**src/rtl/pcs_pkg.sv**
```systemverilog
package pcs_pkg;

    localparam int SAMPLE_W = 16;
    localparam int GAIN_W   = 16;
    localparam int DT_W     = 16;
    localparam int SUM_W    = 48;
    localparam int ACC_W    = 64;
    localparam int FRAC_W   = 8;
    localparam int CFG_W    = 16;
    localparam int CFG_IDX_W = 3;

    localparam int ERR_W    = SAMPLE_W + 1;
    localparam int DIFF_W   = SAMPLE_W + 2;
    localparam int QUO_W    = DIFF_W - 1;
    localparam int DER_W    = DIFF_W;
    localparam int CHUNK_W  = SUM_W / 3;
    localparam int RAW_W    = ACC_W - FRAC_W;

    // shared multiplier operand widths
    localparam int MA_W = DIFF_W;
    localparam int MB_W = GAIN_W + 1;
    localparam int PR_W = MA_W + MB_W;

    localparam int DIV_STEPS = QUO_W;
    localparam int CNT_W     = $clog2(DIV_STEPS);

    // register indexes
    localparam logic [CFG_IDX_W-1:0] REG_GAIN_P  = 3'd0;
    localparam logic [CFG_IDX_W-1:0] REG_GAIN_I  = 3'd1;
    localparam logic [CFG_IDX_W-1:0] REG_GAIN_D  = 3'd2;
    localparam logic [CFG_IDX_W-1:0] REG_FLOOR   = 3'd3;
    localparam logic [CFG_IDX_W-1:0] REG_CEILING = 3'd4;

    // multiplier operand selects
    localparam logic [2:0] MUL_NONE = 3'd0;
    localparam logic [2:0] MUL_ED   = 3'd1;
    localparam logic [2:0] MUL_P    = 3'd2;
    localparam logic [2:0] MUL_I0   = 3'd3;
    localparam logic [2:0] MUL_I1   = 3'd4;
    localparam logic [2:0] MUL_I2   = 3'd5;
    localparam logic [2:0] MUL_D    = 3'd6;

    // accumulate shift selects, in units of one chunk
    localparam logic [1:0] SH_0 = 2'd0;
    localparam logic [1:0] SH_1 = 2'd1;
    localparam logic [1:0] SH_2 = 2'd2;

    typedef struct packed {
        logic       load;
        logic       div_init;
        logic       div_step;
        logic       integ;
        logic       deriv_load;
        logic [2:0] mul_sel;
        logic       acc_clr;
        logic       acc_add;
        logic [1:0] acc_shift;
        logic       finish;
    } t_cmd;

endpackage

```
**src/rtl/pcs_ctrl.sv**
```systemverilog
module pcs_ctrl (
    input  logic           i_clk,
    input  logic           i_rst_n,
    input  logic           i_in_valid,
    output logic           o_in_ready,
    output logic           o_out_valid,
    input  logic           i_out_ready,
    output pcs_pkg::t_cmd  o_cmd
);

    localparam logic [3:0] S_IDLE = 4'd0;
    localparam logic [3:0] S_LOAD = 4'd1;
    localparam logic [3:0] S_DIV  = 4'd2;
    localparam logic [3:0] S_MP   = 4'd3;
    localparam logic [3:0] S_MI0  = 4'd4;
    localparam logic [3:0] S_MI1  = 4'd5;
    localparam logic [3:0] S_MI2  = 4'd6;
    localparam logic [3:0] S_MD   = 4'd7;
    localparam logic [3:0] S_ACC  = 4'd8;
    localparam logic [3:0] S_FIN  = 4'd9;

    logic [3:0]                 r_state, n_state;
    logic [pcs_pkg::CNT_W-1:0]  r_cnt, n_cnt;
    logic                       r_out_valid, n_out_valid;

    assign o_in_ready  = i_rst_n && (r_state == S_IDLE);
    assign o_out_valid = r_out_valid;

    always_comb begin
        n_state = r_state;
        n_cnt   = r_cnt;
        o_cmd   = '0;
        o_cmd.mul_sel   = pcs_pkg::MUL_NONE;
        o_cmd.acc_shift = pcs_pkg::SH_0;
        case (r_state)
            S_IDLE: begin
                if (i_in_valid && o_in_ready) begin
                    o_cmd.load = 1'b1;
                    n_state    = S_LOAD;
                end
            end
            S_LOAD: begin
                o_cmd.mul_sel  = pcs_pkg::MUL_ED;
                o_cmd.div_init = 1'b1;
                n_cnt          = '0;
                n_state        = S_DIV;
            end
            S_DIV: begin
                o_cmd.div_step = 1'b1;
                // error*elapsed product lands in the first divide cycle
                o_cmd.integ    = (r_cnt == '0);
                if (r_cnt == pcs_pkg::CNT_W'(pcs_pkg::DIV_STEPS - 1)) begin
                    n_state = S_MP;
                end else begin
                    n_cnt = r_cnt + 1'b1;
                end
            end
            S_MP: begin
                o_cmd.mul_sel    = pcs_pkg::MUL_P;
                o_cmd.acc_clr    = 1'b1;
                o_cmd.deriv_load = 1'b1;
                n_state          = S_MI0;
            end
            S_MI0: begin
                o_cmd.mul_sel   = pcs_pkg::MUL_I0;
                o_cmd.acc_add   = 1'b1;
                o_cmd.acc_shift = pcs_pkg::SH_0;
                n_state         = S_MI1;
            end
            S_MI1: begin
                o_cmd.mul_sel   = pcs_pkg::MUL_I1;
                o_cmd.acc_add   = 1'b1;
                o_cmd.acc_shift = pcs_pkg::SH_0;
                n_state         = S_MI2;
            end
            S_MI2: begin
                o_cmd.mul_sel   = pcs_pkg::MUL_I2;
                o_cmd.acc_add   = 1'b1;
                o_cmd.acc_shift = pcs_pkg::SH_1;
                n_state         = S_MD;
            end
            S_MD: begin
                o_cmd.mul_sel   = pcs_pkg::MUL_D;
                o_cmd.acc_add   = 1'b1;
                o_cmd.acc_shift = pcs_pkg::SH_2;
                n_state         = S_ACC;
            end
            S_ACC: begin
                o_cmd.acc_add   = 1'b1;
                o_cmd.acc_shift = pcs_pkg::SH_0;
                n_state         = S_FIN;
            end
            S_FIN: begin
                if (!r_out_valid || i_out_ready) begin
                    o_cmd.finish = 1'b1;
                    n_state      = S_IDLE;
                end
            end
            default: begin
                n_state = S_IDLE;
            end
        endcase
    end

    always_comb begin
        n_out_valid = r_out_valid;
        if (o_cmd.finish) begin
            n_out_valid = 1'b1;
        end else if (r_out_valid && i_out_ready) begin
            n_out_valid = 1'b0;
        end
    end

    always_ff @(posedge i_clk) begin
        if (!i_rst_n) begin
            r_state     <= S_IDLE;
            r_cnt       <= '0;
            r_out_valid <= 1'b0;
        end else begin
            r_state     <= n_state;
            r_cnt       <= n_cnt;
            r_out_valid <= n_out_valid;
        end
    end

endmodule

```
**src/rtl/pcs_dp.sv**
```systemverilog
module pcs_dp (
    input  logic                            i_clk,
    input  logic                            i_rst_n,
    input  pcs_pkg::t_cmd                   i_cmd,
    input  logic [pcs_pkg::SAMPLE_W-1:0]    i_target,
    input  logic [pcs_pkg::SAMPLE_W-1:0]    i_measured,
    input  logic [pcs_pkg::DT_W-1:0]        i_elapsed,
    input  logic                            i_cfg_we,
    input  logic [pcs_pkg::CFG_IDX_W-1:0]   i_cfg_index,
    input  logic [pcs_pkg::CFG_W-1:0]       i_cfg_data,
    output logic [pcs_pkg::SAMPLE_W-1:0]    o_drive,
    output logic                            o_limited
);

    localparam int SW = pcs_pkg::SAMPLE_W;
    localparam int GW = pcs_pkg::GAIN_W;

    // configuration
    logic [GW-1:0] r_gain_p, r_gain_i, r_gain_d;
    logic [SW-1:0] r_floor, r_ceiling;

    // loop state
    logic signed [pcs_pkg::ERR_W-1:0] r_last_err;
    logic signed [pcs_pkg::SUM_W-1:0] r_sum;

    // per-item working registers
    logic signed [pcs_pkg::ERR_W-1:0] r_err;
    logic [pcs_pkg::DT_W-1:0]         r_dt;
    logic [pcs_pkg::DT_W-1:0]         r_rem;
    logic [pcs_pkg::QUO_W-1:0]        r_quo;
    logic                             r_neg;
    logic signed [pcs_pkg::DER_W-1:0] r_deriv;
    logic signed [pcs_pkg::PR_W-1:0]  r_prod;
    logic signed [pcs_pkg::ACC_W-1:0] r_acc;
    logic [SW-1:0]                    r_drive;
    logic                             r_limited;

    logic signed [pcs_pkg::ERR_W-1:0]  n_err;
    logic signed [pcs_pkg::DIFF_W-1:0] diff;
    logic [pcs_pkg::DIFF_W-1:0]        diff_mag;
    logic [pcs_pkg::DT_W:0]            trial;
    logic                              trial_ge;
    logic [pcs_pkg::DT_W:0]            trial_sub;
    logic signed [pcs_pkg::MA_W-1:0]   mul_a;
    logic signed [pcs_pkg::MB_W-1:0]   mul_b;
    logic signed [pcs_pkg::SUM_W:0]    sum_ext;
    logic signed [pcs_pkg::SUM_W-1:0]  sum_sat;
    logic signed [pcs_pkg::ACC_W-1:0]  prod_ext;
    logic signed [pcs_pkg::ACC_W-1:0]  prod_sh;
    logic signed [pcs_pkg::RAW_W-1:0]  raw;
    logic signed [pcs_pkg::RAW_W-1:0]  ceil_ext;
    logic signed [pcs_pkg::RAW_W-1:0]  floor_ext;
    logic signed [pcs_pkg::RAW_W-1:0]  drv_ext;
    logic [SW-1:0]                     drv;

    assign n_err = $signed({i_measured[SW-1], i_measured})
                 - $signed({i_target[SW-1], i_target});

    // restoring divider on magnitudes
    assign diff     = $signed({r_err[pcs_pkg::ERR_W-1], r_err})
                    - $signed({r_last_err[pcs_pkg::ERR_W-1], r_last_err});
    assign diff_mag = diff[pcs_pkg::DIFF_W-1] ? pcs_pkg::DIFF_W'(-diff)
                                              : pcs_pkg::DIFF_W'(diff);
    assign trial     = {r_rem, r_quo[pcs_pkg::QUO_W-1]};
    assign trial_ge  = (trial >= {1'b0, r_dt});
    assign trial_sub = trial - {1'b0, r_dt};

    // shared multiplier operands
    always_comb begin
        mul_a = '0;
        mul_b = '0;
        case (i_cmd.mul_sel)
            pcs_pkg::MUL_ED: begin
                mul_a = pcs_pkg::MA_W'(r_err);
                mul_b = $signed({{(pcs_pkg::MB_W - pcs_pkg::DT_W){1'b0}}, r_dt});
            end
            pcs_pkg::MUL_P: begin
                mul_a = pcs_pkg::MA_W'(r_err);
                mul_b = pcs_pkg::MB_W'($signed(r_gain_p));
            end
            pcs_pkg::MUL_I0: begin
                mul_a = $signed({{(pcs_pkg::MA_W - pcs_pkg::CHUNK_W){1'b0}},
                                 r_sum[pcs_pkg::CHUNK_W-1:0]});
                mul_b = pcs_pkg::MB_W'($signed(r_gain_i));
            end
            pcs_pkg::MUL_I1: begin
                mul_a = $signed({{(pcs_pkg::MA_W - pcs_pkg::CHUNK_W){1'b0}},
                                 r_sum[2*pcs_pkg::CHUNK_W-1:pcs_pkg::CHUNK_W]});
                mul_b = pcs_pkg::MB_W'($signed(r_gain_i));
            end
            pcs_pkg::MUL_I2: begin
                // top chunk carries the sign
                mul_a = $signed({{(pcs_pkg::MA_W - pcs_pkg::CHUNK_W)
                                  {r_sum[pcs_pkg::SUM_W-1]}},
                                 r_sum[pcs_pkg::SUM_W-1:2*pcs_pkg::CHUNK_W]});
                mul_b = pcs_pkg::MB_W'($signed(r_gain_i));
            end
            pcs_pkg::MUL_D: begin
                mul_a = pcs_pkg::MA_W'(r_deriv);
                mul_b = pcs_pkg::MB_W'($signed(r_gain_d));
            end
            default: begin
                mul_a = '0;
                mul_b = '0;
            end
        endcase
    end

    // saturating integral update
    always_comb begin
        sum_ext = $signed({r_sum[pcs_pkg::SUM_W-1], r_sum})
                + (pcs_pkg::SUM_W+1)'(r_prod);
        if (sum_ext[pcs_pkg::SUM_W] != sum_ext[pcs_pkg::SUM_W-1]) begin
            sum_sat = sum_ext[pcs_pkg::SUM_W]
                    ? $signed({1'b1, {(pcs_pkg::SUM_W-1){1'b0}}})
                    : $signed({1'b0, {(pcs_pkg::SUM_W-1){1'b1}}});
        end else begin
            sum_sat = sum_ext[pcs_pkg::SUM_W-1:0];
        end
    end

    always_comb begin
        prod_ext = pcs_pkg::ACC_W'(r_prod);
        case (i_cmd.acc_shift)
            pcs_pkg::SH_0: prod_sh = prod_ext;
            pcs_pkg::SH_1: prod_sh = prod_ext <<< pcs_pkg::CHUNK_W;
            pcs_pkg::SH_2: prod_sh = prod_ext <<< (2 * pcs_pkg::CHUNK_W);
            default:       prod_sh = prod_ext;
        endcase
    end

    // drop the Q8.8 fraction (floor), then clamp: ceiling wins over floor
    always_comb begin
        raw       = r_acc[pcs_pkg::ACC_W-1:pcs_pkg::FRAC_W];
        ceil_ext  = pcs_pkg::RAW_W'($signed(r_ceiling));
        floor_ext = pcs_pkg::RAW_W'($signed(r_floor));
        if (raw >= ceil_ext) begin
            drv = r_ceiling;
        end else if (raw <= floor_ext) begin
            drv = r_floor;
        end else begin
            drv = raw[SW-1:0];
        end
        drv_ext = pcs_pkg::RAW_W'($signed(drv));
    end

    always_ff @(posedge i_clk) begin
        if (!i_rst_n) begin
            r_gain_p   <= '0;
            r_gain_i   <= '0;
            r_gain_d   <= '0;
            r_floor    <= {1'b1, {(SW-1){1'b0}}};
            r_ceiling  <= {1'b0, {(SW-1){1'b1}}};
            r_last_err <= '0;
            r_sum      <= '0;
        end else begin
            if (i_cfg_we) begin
                case (i_cfg_index)
                    pcs_pkg::REG_GAIN_P:  r_gain_p  <= i_cfg_data[GW-1:0];
                    pcs_pkg::REG_GAIN_I:  r_gain_i  <= i_cfg_data[GW-1:0];
                    pcs_pkg::REG_GAIN_D:  r_gain_d  <= i_cfg_data[GW-1:0];
                    pcs_pkg::REG_FLOOR:   r_floor   <= i_cfg_data[SW-1:0];
                    pcs_pkg::REG_CEILING: r_ceiling <= i_cfg_data[SW-1:0];
                    default: ;
                endcase
            end
            if (i_cmd.integ) begin
                r_sum <= sum_sat;
            end
            if (i_cmd.finish) begin
                r_last_err <= r_err;
            end
        end
    end

    always_ff @(posedge i_clk) begin
        r_prod <= mul_a * mul_b;
        if (i_cmd.load) begin
            r_err <= n_err;
            r_dt  <= i_elapsed;
        end
        if (i_cmd.div_init) begin
            r_neg <= diff[pcs_pkg::DIFF_W-1];
            r_quo <= diff_mag[pcs_pkg::QUO_W-1:0];
            r_rem <= '0;
        end else if (i_cmd.div_step) begin
            r_rem <= trial_ge ? trial_sub[pcs_pkg::DT_W-1:0] : trial[pcs_pkg::DT_W-1:0];
            r_quo <= {r_quo[pcs_pkg::QUO_W-2:0], trial_ge};
        end
        if (i_cmd.deriv_load) begin
            if (r_dt == '0) begin
                r_deriv <= '0;
            end else if (r_neg) begin
                r_deriv <= -$signed({1'b0, r_quo});
            end else begin
                r_deriv <= $signed({1'b0, r_quo});
            end
        end
        if (i_cmd.acc_clr) begin
            r_acc <= '0;
        end else if (i_cmd.acc_add) begin
            r_acc <= r_acc + prod_sh;
        end
        if (i_cmd.finish) begin
            r_drive   <= drv;
            r_limited <= (drv_ext != raw);
        end
    end

    assign o_drive   = r_drive;
    assign o_limited = r_limited;

endmodule

```
**src/rtl/pid_controller_step.sv**
```systemverilog
// PID step with saturating 48-bit integral and clamped drive. Each transaction
// on the slave side carries target, measured and elapsed ticks; one result
// (drive, limited) follows on the master side. An item passes from acceptance
// to a loaded result through a load step, the radix-2 divider that forms the
// derivative, the steps of the single shared 18x17 multiplier (proportional
// term, three 16-bit slices of the integral times its gain, derivative term,
// final add) and a clamp step. A new item is accepted once the previous one
// has been handed to the output register, so a waiting result does not block
// the next input. Gains are signed Q8.8; the user is to write the
// configuration only while the block is idle, which the block itself does not
// enforce, and indexes beyond the ceiling register are ignored.
module pid_controller_step (
    input  logic                            i_clk,
    input  logic                            i_rst_n,
    input  logic                            s_axis_tvalid,
    output logic                            s_axis_tready,
    // [15:0] target, [31:16] measured, [47:32] elapsed
    input  logic [47:0]                     s_axis_tdata,
    output logic                            m_axis_tvalid,
    input  logic                            m_axis_tready,
    // [15:0] drive
    output logic [15:0]                     m_axis_tdata,
    // [0] limited
    output logic [0:0]                      m_axis_tuser,
    input  logic                            i_cfg_valid,
    output logic                            o_cfg_ready,
    input  logic [pcs_pkg::CFG_IDX_W-1:0]   i_cfg_index,
    input  logic [pcs_pkg::CFG_W-1:0]       i_cfg_data
);

    pcs_pkg::t_cmd cmd;
    logic          limited;

    assign o_cfg_ready = i_rst_n;

    pcs_ctrl u_ctrl (
        .i_clk       (i_clk),
        .i_rst_n     (i_rst_n),
        .i_in_valid  (s_axis_tvalid),
        .o_in_ready  (s_axis_tready),
        .o_out_valid (m_axis_tvalid),
        .i_out_ready (m_axis_tready),
        .o_cmd       (cmd)
    );

    pcs_dp u_dp (
        .i_clk       (i_clk),
        .i_rst_n     (i_rst_n),
        .i_cmd       (cmd),
        .i_target    (s_axis_tdata[15:0]),
        .i_measured  (s_axis_tdata[31:16]),
        .i_elapsed   (s_axis_tdata[47:32]),
        .i_cfg_we    (i_cfg_valid && o_cfg_ready),
        .i_cfg_index (i_cfg_index),
        .i_cfg_data  (i_cfg_data),
        .o_drive     (m_axis_tdata),
        .o_limited   (limited)
    );

    assign m_axis_tuser = limited;

endmodule

```
**config.mk**
```make
export PLATFORM = sky130hd
export DESIGN_NAME = pid_controller_step
export DESIGN_NICKNAME = d
export VERILOG_FILES = /design/src/rtl/pcs_pkg.sv /design/src/rtl/pcs_ctrl.sv /design/src/rtl/pcs_dp.sv /design/src/rtl/pid_controller_step.sv
export SDC_FILE = /design/constraint.sdc
export NUM_CORES = 2
export LEC_CHECK = 0
export BUFFER_PORTS_ARGS = -buffer_cell sky130_fd_sc_hd__buf_2
export CAP_MARGIN = 5
export CORE_MARGIN = 3
export CORE_UTILIZATION = 55
export DETAILED_ROUTE_END_ITERATION = 7
export MAX_ROUTING_LAYER = met4
export PLACE_DENSITY_LB_ADDON = 0.15
export RECOVER_POWER = 25
export SETUP_SLACK_MARGIN = 0.4
export SYNTH_ARGS = -nofsm -noshare
export SYNTH_HDL_FRONTEND = slang
export SYNTH_SLANG_ARGS = --single-unit
```
**constraint.sdc**
```tcl
create_clock -name i_clk -period 9.6 [get_ports i_clk]
set_input_delay 0 -clock i_clk [delete_from_list [all_inputs] [get_ports i_clk]]
set_output_delay 0 -clock i_clk [all_outputs]
set_load 0.05 [all_outputs]
```
======== After elaboration in Yosys (flattened, before gate mapping) ========
Cells that the tools add are included.
word-level totals
  input bits .............................. 72
  output and inout port bits .............. 20
  word-level logic and storage cells ...... 115
  bits in registers ....................... 356
operators by class
  mux-type cells .......................... 29
  bitwise logic cells ..................... 1
  $mul .................................... 1
  $lt $le $gt $ge ......................... 3
  equality and inequality tests ........... 28
  reduce and logical (&&, ||, !) cells .... 24
  $add $sub $neg .......................... 8
operators by type and width
  cell                number
  $pmux 64 s2         1
  $mux 48             2
  $pmux 18 s5         1
  $mux 17             4
  $pmux 17 s4         1
  $add 64x64->64      1
  $ge 56x16->1        1
  $le 56x16->1        1
  $ne 16x56->1        1
  $add 48x35->49      1
  $mux 16             3
  $pmux 4 s10         1
  $mul 18x17->35      1
  $neg 17->18         1
  $pmux 3 s6          1
  $sub 17x17->18      1
  $ge 17x16->1        1
  $neg 17->17         1
  $sub 16x16->17      1
  $eq 4x3->1 const B  4
  $logic_not 16->1    1
  $sub 16x16->16      1
  $eq 3x2->1 const B  4
  $eq 3x3->1 const B  4
  29 further kinds    55

======== Logic depth before layout (Yosys ltp) ========
  depth after elaboration ................. 6
  mapped depth ............................ 38
  gate-level depth less buffers ........... 33

======== Modules after synthesis ========
Synthesis repeated with hierarchy kept, for this count alone.
second synthesis, totals
  cell total of the unflattened synthesis .. 4577
  area total of the unflattened synthesis .. 38237.9 um^2
by module, submodules not included
  module               times used  cells each  area each (um^2)
  pcs_dp               1           4491        37537.3
  pcs_ctrl             1           84          686.9
  pid_controller_step  1           2           13.8

======== Least setup slack after synthesis ========
OpenSTA, ideal clock, no wires.
  path type ............................... register to register
  from .................................... register u_ctrl.r_state[2]
  to ...................................... register u_dp.r_prod[33] (netlist name)
  path slack .............................. 1.218 ns
  library setup time ...................... 0.118 ns
  period minus slack after synthesis ...... 8.382 ns
  required time ........................... 9.482 ns
  path buffers ............................ 5
  cell stages (with the launch flop) ...... 34
  arrival time ............................ 8.264 ns
  path through ............................ dfxtp_1 -> clkbuf_1 -> nand3_1 -> ha_1 -> clkbuf_1 -> o31a_1 -> o21a_1 -> clkbuf_1 -> clkbuf_1 -> a221oi_1 -> clkbuf_1 -> nor2_1 -> fa_1 -> inv_1 -> fa_1 -> fa_1 -> inv_1 -> fa_1 -> fa_1 -> inv_1 -> fa_1 -> inv_1 -> ha_1 -> a21o_1 -> a21o_1 -> a21oi_1 -> o21bai_1 -> a21oi_1 -> o21a_1 -> a311oi_1 -> a21oi_1 -> o21bai_1 -> a21oi_1 -> xnor2_1
on the way
  word-level cells in the longest chain between the ends .. 6
  elaborated cells between the ends (all ways) .. 18
  classes of those cells .................. mul (1); eq/ne (12); mux (3); reduce/logical (2)
RTL lines
  item                                                                 RTL line         source
  from (decl)                                                          pcs_ctrl.sv:22   logic [3:0] r_state, n_state;
  from (signal assigned)                                               pcs_ctrl.sv:120  r_state <= n_state;
  $eq 4x3->1, or another cell as far along                             pcs_ctrl.sv:35   case (r_state)
  $pmux 3 s6 *                                                         pcs_ctrl.sv:35
  $eq 3x2->1, or another cell as far along                             pcs_dp.sv:72     case (i_cmd.mul_sel)
  $reduce_or 3->1 (no line) / $reduce_or 2->1 (equally long branches)  n/a
  $pmux 17 s4 / $pmux 18 s5 (equally long branches)                    pcs_dp.sv:72
  $mul 18x17->35 *                                                     pcs_dp.sv:177    r_prod <= mul_a * mul_b;
  to (signal assigned)                                                 pcs_dp.sv:177
  to (decl)                                                            pcs_dp.sv:33     logic signed [pcs_pkg::PR_W-1:0] r_prod;
Mark *: on every way between the ends. The rest lies on a longest branch, timed or not.
A chain may end at the register's enable or synchronous reset.

======== Worst setup path after layout ========
  from .................................... register u_ctrl.r_state[0]
  to ...................................... register u_dp.r_prod[34] (netlist name)
Same word-level chain as after synthesis.

==> reports/summary.txt <==
FLOORPLANNING
--------------------------------------------------------------------------------------------------------
Starting density of the core                                                                      0.5593
Die Outline Area                                                                               72080 um2
Count of standard-cell rows                                                                           95
Total I/O pin count                                                                                   92
Die span in x                                                                                   268.5 um
Area inside the core boundary                                                                  67750 um2
Die H                                                                                           268.5 um

PLACEMENT
--------------------------------------------------------------------------------------------------------
Post-Place Worst Slack                                                                          590.9 ps
Weighted congestion reported at the end of routability-driven placement                           0.9936
Post-detail-place hpwl                                                                          90330 um
Input/output buffers                                                                                  91
Placed instance area                                                                           39180 um2

SYNTHESIS
--------------------------------------------------------------------------------------------------------
Synthesized netlist net count                                                                       5379
Count of flip-flops with a built-in enable after synthesis                                            86
Area share of the leading cell type in the synthesized netlist                                    0.1675
Synthesized area per cell                                                                      8.193 um2
Cell types with the largest area share after synthesis                                      fa_1 17%, dfxtp_1 14%, ha_1 12%
Proportion of synthesized flip-flops having asynchronous set or reset                                  0
Post-synthesis cell type count                                                                        98
Sequential share of the synthesized area                                                          0.2108
Post-synthesis instance area                                                                   37890 um2
Yosys reg bits                                                                                       356
Cell count after synthesis                                                                          4625
Primary FF master, synth                                                                         dfxtp_1
Cell taking the most area after synthesis                                                           fa_1
Warning count from the yosys run                                                                       0

GLOBAL ROUTE
--------------------------------------------------------------------------------------------------------
Overall global routing resource usage                                                             0.3282
Antenna violations before repair                                                                       1
Overall overflow remaining after global route                                                          0
First-pass GRT wire length                                                                     179500 um
Maximum number of pins on one net before global-route repair                                          72
Number of global-route vias before repair                                                          31710

POWER AND IR DROP
--------------------------------------------------------------------------------------------------------
Highest ir drop seen on vdd                                                                    0.1911 mV
Pwr per Cell Area                                                                           191.6 nW/um2
Leakage power figure                                                                            19.25 nW

CLOCKING
--------------------------------------------------------------------------------------------------------
Worst-skew pair later-pin latency                                                                 600 ps
# clock sinks                                                                                        356
CTS H-tree lvls                                                                                        2
Post-CTS clock slew at the launch and capture registers of the worst setup and hold paths          70 ps
Clock buffers created by TritonCTS                                                                    42
Max Root-Sink Buffers                                                                                  3
TritonCTS clock tree                                                                                 yes
Number of buffers added for setup after CTS                                                            0
Cell chosen for the clock root                                                                 clkbuf_16

DRT
--------------------------------------------------------------------------------------------------------
Detailed-route wire length                                                                     114700 um
Detailed-route via count                                                                           33190
WL/cell                                                                                         20.52 um
Final ANT Viol Nets                                                                                    0
Number of DRC violations after detailed-routing iteration 0                                         2682
Number of detailed-routing iterations run before antenna repair                                        8
Vias per cell                                                                                      5.939
Residual DRC count                                                                                     3

STA
--------------------------------------------------------------------------------------------------------
RSZ-0062 raised after global routing                                                               false
Count of final max-slew check failures                                                               162
Post-route worst setup slack                                                                    863.9 ps
Setup TNS                                                                                           0 ps
Rel. slew slack                                                                                   -1.444
Highest clock rate                                                                             114.5 MHz
Post-route clock period utilization                                                               0.9100
Number of endpoints with negative hold slack in the final report                                       0
Total of endpoints with negative setup slack in the final report                                       0
Post-layout min period                                                                           8736 ps
Tightest Pin Transition                                                                          3666 ps
Clk_skew                                                                                        37.00 ps

WORST SETUP PATH
--------------------------------------------------------------------------------------------------------
Data required time at the worst endpoint                                                        10100 ps
Cell with the largest stage delay on the worst path                                               and3_1
CP Data Arrival Time                                                                             9240 ps
CP Class                                                                                      reg -> reg
Most common cell type on the critical path                                                          fa_1
Launching element type of the critical path                                                     register
Depth of the worst register-to-register path                                                          29
Critical path endpoint category                                                                 register
Maximum net fanout on the critical path                                                               16
Slowest cell delay on critical path                                                               720 ps

MIN PATH
--------------------------------------------------------------------------------------------------------
Path category of the worst min-delay check                                                     in -> reg
Hold-critical path depth                                                                               4

CELLS AND AREA
--------------------------------------------------------------------------------------------------------
Area Growth Syn to Fin                                                                            8.545%
Final cell utilization of the core                                                                0.6071
Layout cells sized above 1                                                                       0.05938
Nets                                                                                                5435
Cell area after layout                                                                         41130 um2

STATUS
--------------------------------------------------------------------------------------------------------
Failing checks                                                                              design-rule violations, max-capacitance violations, max-slew violations
Outcome                                                                                     finished with violations

FLOW RUN
--------------------------------------------------------------------------------------------------------
Max-cap violations                                                                                     3

[flip-flops by register name, summed over array words and instances (netlist names)]
register / flops
u_dp.r_acc: 64
u_dp.r_sum: 48
u_dp.r_prod: 35
u_dp.r_deriv: 18
u_dp.r_err: 17
u_dp.r_last_err: 17
u_dp.r_quo: 17
u_dp.o_drive: 16
u_dp.r_ceiling: 16
u_dp.r_dt: 16
u_dp.r_floor: 16
u_dp.r_gain_d: 16
u_dp.r_gain_i: 16
u_dp.r_gain_p: 16
u_dp.r_rem: 16
u_ctrl.r_cnt: 5
u_ctrl.r_state: 4
u_ctrl.o_out_valid: 1
u_dp.o_limited: 1
u_dp.r_neg: 1
[where the power goes]
part | leakage [nW] | switching (W) | internal, W
combinational | 15.6 | 0.00232 | 0.00151
clock | 0.661 | 0.000686 | 0.000904
sequential | 2.99 | 0.000567 | 0.00189
total | 19.3 | 0.00357 | 0.00431
[worst paths after layout]
kind,from,end,slack [ps]
max,u_ctrl.r_state[0],u_dp.r_prod[34],860
min,s_axis_tdata[30],u_dp.r_err[15],6
max reg2reg,u_ctrl.r_state[0],u_dp.r_prod[34],860
min reg2reg,u_dp.r_last_err[15],u_dp.r_last_err[15],450
[cells in the mapped netlist, types with 59 or more instances]
library cell,instances
nand2_1,598
inv_1,536
nor2_1,425
a21oi_1,369
ha_1,365
fa_1,317
dfxtp_1,270
o21ai_0,211
clkbuf_1,166
a21o_1,148
xnor2_1,119
xor2_1,98
nand3_1,93
edfxtp_1,86
nand4_1,59
[logic make-up (layout without fill, tap and decap cells)]
family / Yosys count / in the layout / share of synthesized area
AND/OR/NAND/NOR: 1503 / 1503 / 0.1783
AO/OA/AOI/OAI: 1087 / 1087 / 0.1869
buffers and inverters: 739 / 829 / 0.07502
adder cells (fa/ha/maj): 682 / 682 / 0.2880
flip-flops: 356 / 356 / 0.2108
XOR/XNOR: 217 / 217 / 0.05016
multiplexers: 41 / 41 / 0.01090
other: 0 / 1 / 0
[final cells by class]
class	count	area, um2
diodes	1	2.502
clock buffers	61	1162
clock inverters	17	185.2
fillers	6161	26620
inverters	540	2028
multi-input cells	3530	27200
flip-flops and latches	356	7989
well taps	873	1092
repair buffers	211	1468
[routing by layer]
layer  vias up  GRT usage  wire length [um]
li1      15870          -                 -
met1     15890     0.4252             48010
met2      1169     0.5252             53030
met3       257    0.04134              8083
met4         0     0.1312              5538
met5         -          -                 0
[cells in the final DEF, fill, tap and decap left out, drive strengths merged, types with 30 or more instances in the layout]
master / instances
a211oi: 30
a21o: 148
a21oi: 372
a221oi: 37
a31oi: 40
and3: 56
buf: 119
clkbuf: 91
dfxtp: 270
dlygate4sd3: 62
edfxtp: 86
fa: 317
ha: 365
inv: 537
mux2i: 39
nand2: 601
nand2b: 32
nand3: 93
nand4: 59
nor2: 426
nor2b: 57
nor3: 54
o21a: 33
o21ai: 214
xnor2: 119
xor2: 98
[worst max-delay path: cells and delay by family (launching register included)]
family | cells | cell delay (ps)
xor gates and xnor gates | 1 | 150
DFF | 1 | 480
AOI/OAI and AO/OA | 8 | 2010
and+or+nand+nor | 7 | 1900
buffers and inverters | 5 | 400
adders and majority gates | 8 | 3720
[per-stage QoR]
| stage | hold WS, ps | total power (W) | std cells |
|---|---|---|---|
| finish | 5.563 | 0.007879 | 5589 |
| detailed placement | 180.0 | 0.006215 | 5448 |
| floorplan | 98.87 | 0.005086 | 4625 |
| global placement | 179.7 | 0.006175 | 5448 |
| CTS | 8.200 | 0.007840 | 5588 |
| global route | 33.17 | 0.008429 | 5589 |
[repair_timing]
action / in CTS / in global routing
hold buffers: 62 / 0
endpoints found under the setup margin: 0 / 10
hold endpoints to repair: 112 / 0
resized for setup: 0 / 5
(Power assumes the default switching activity.)
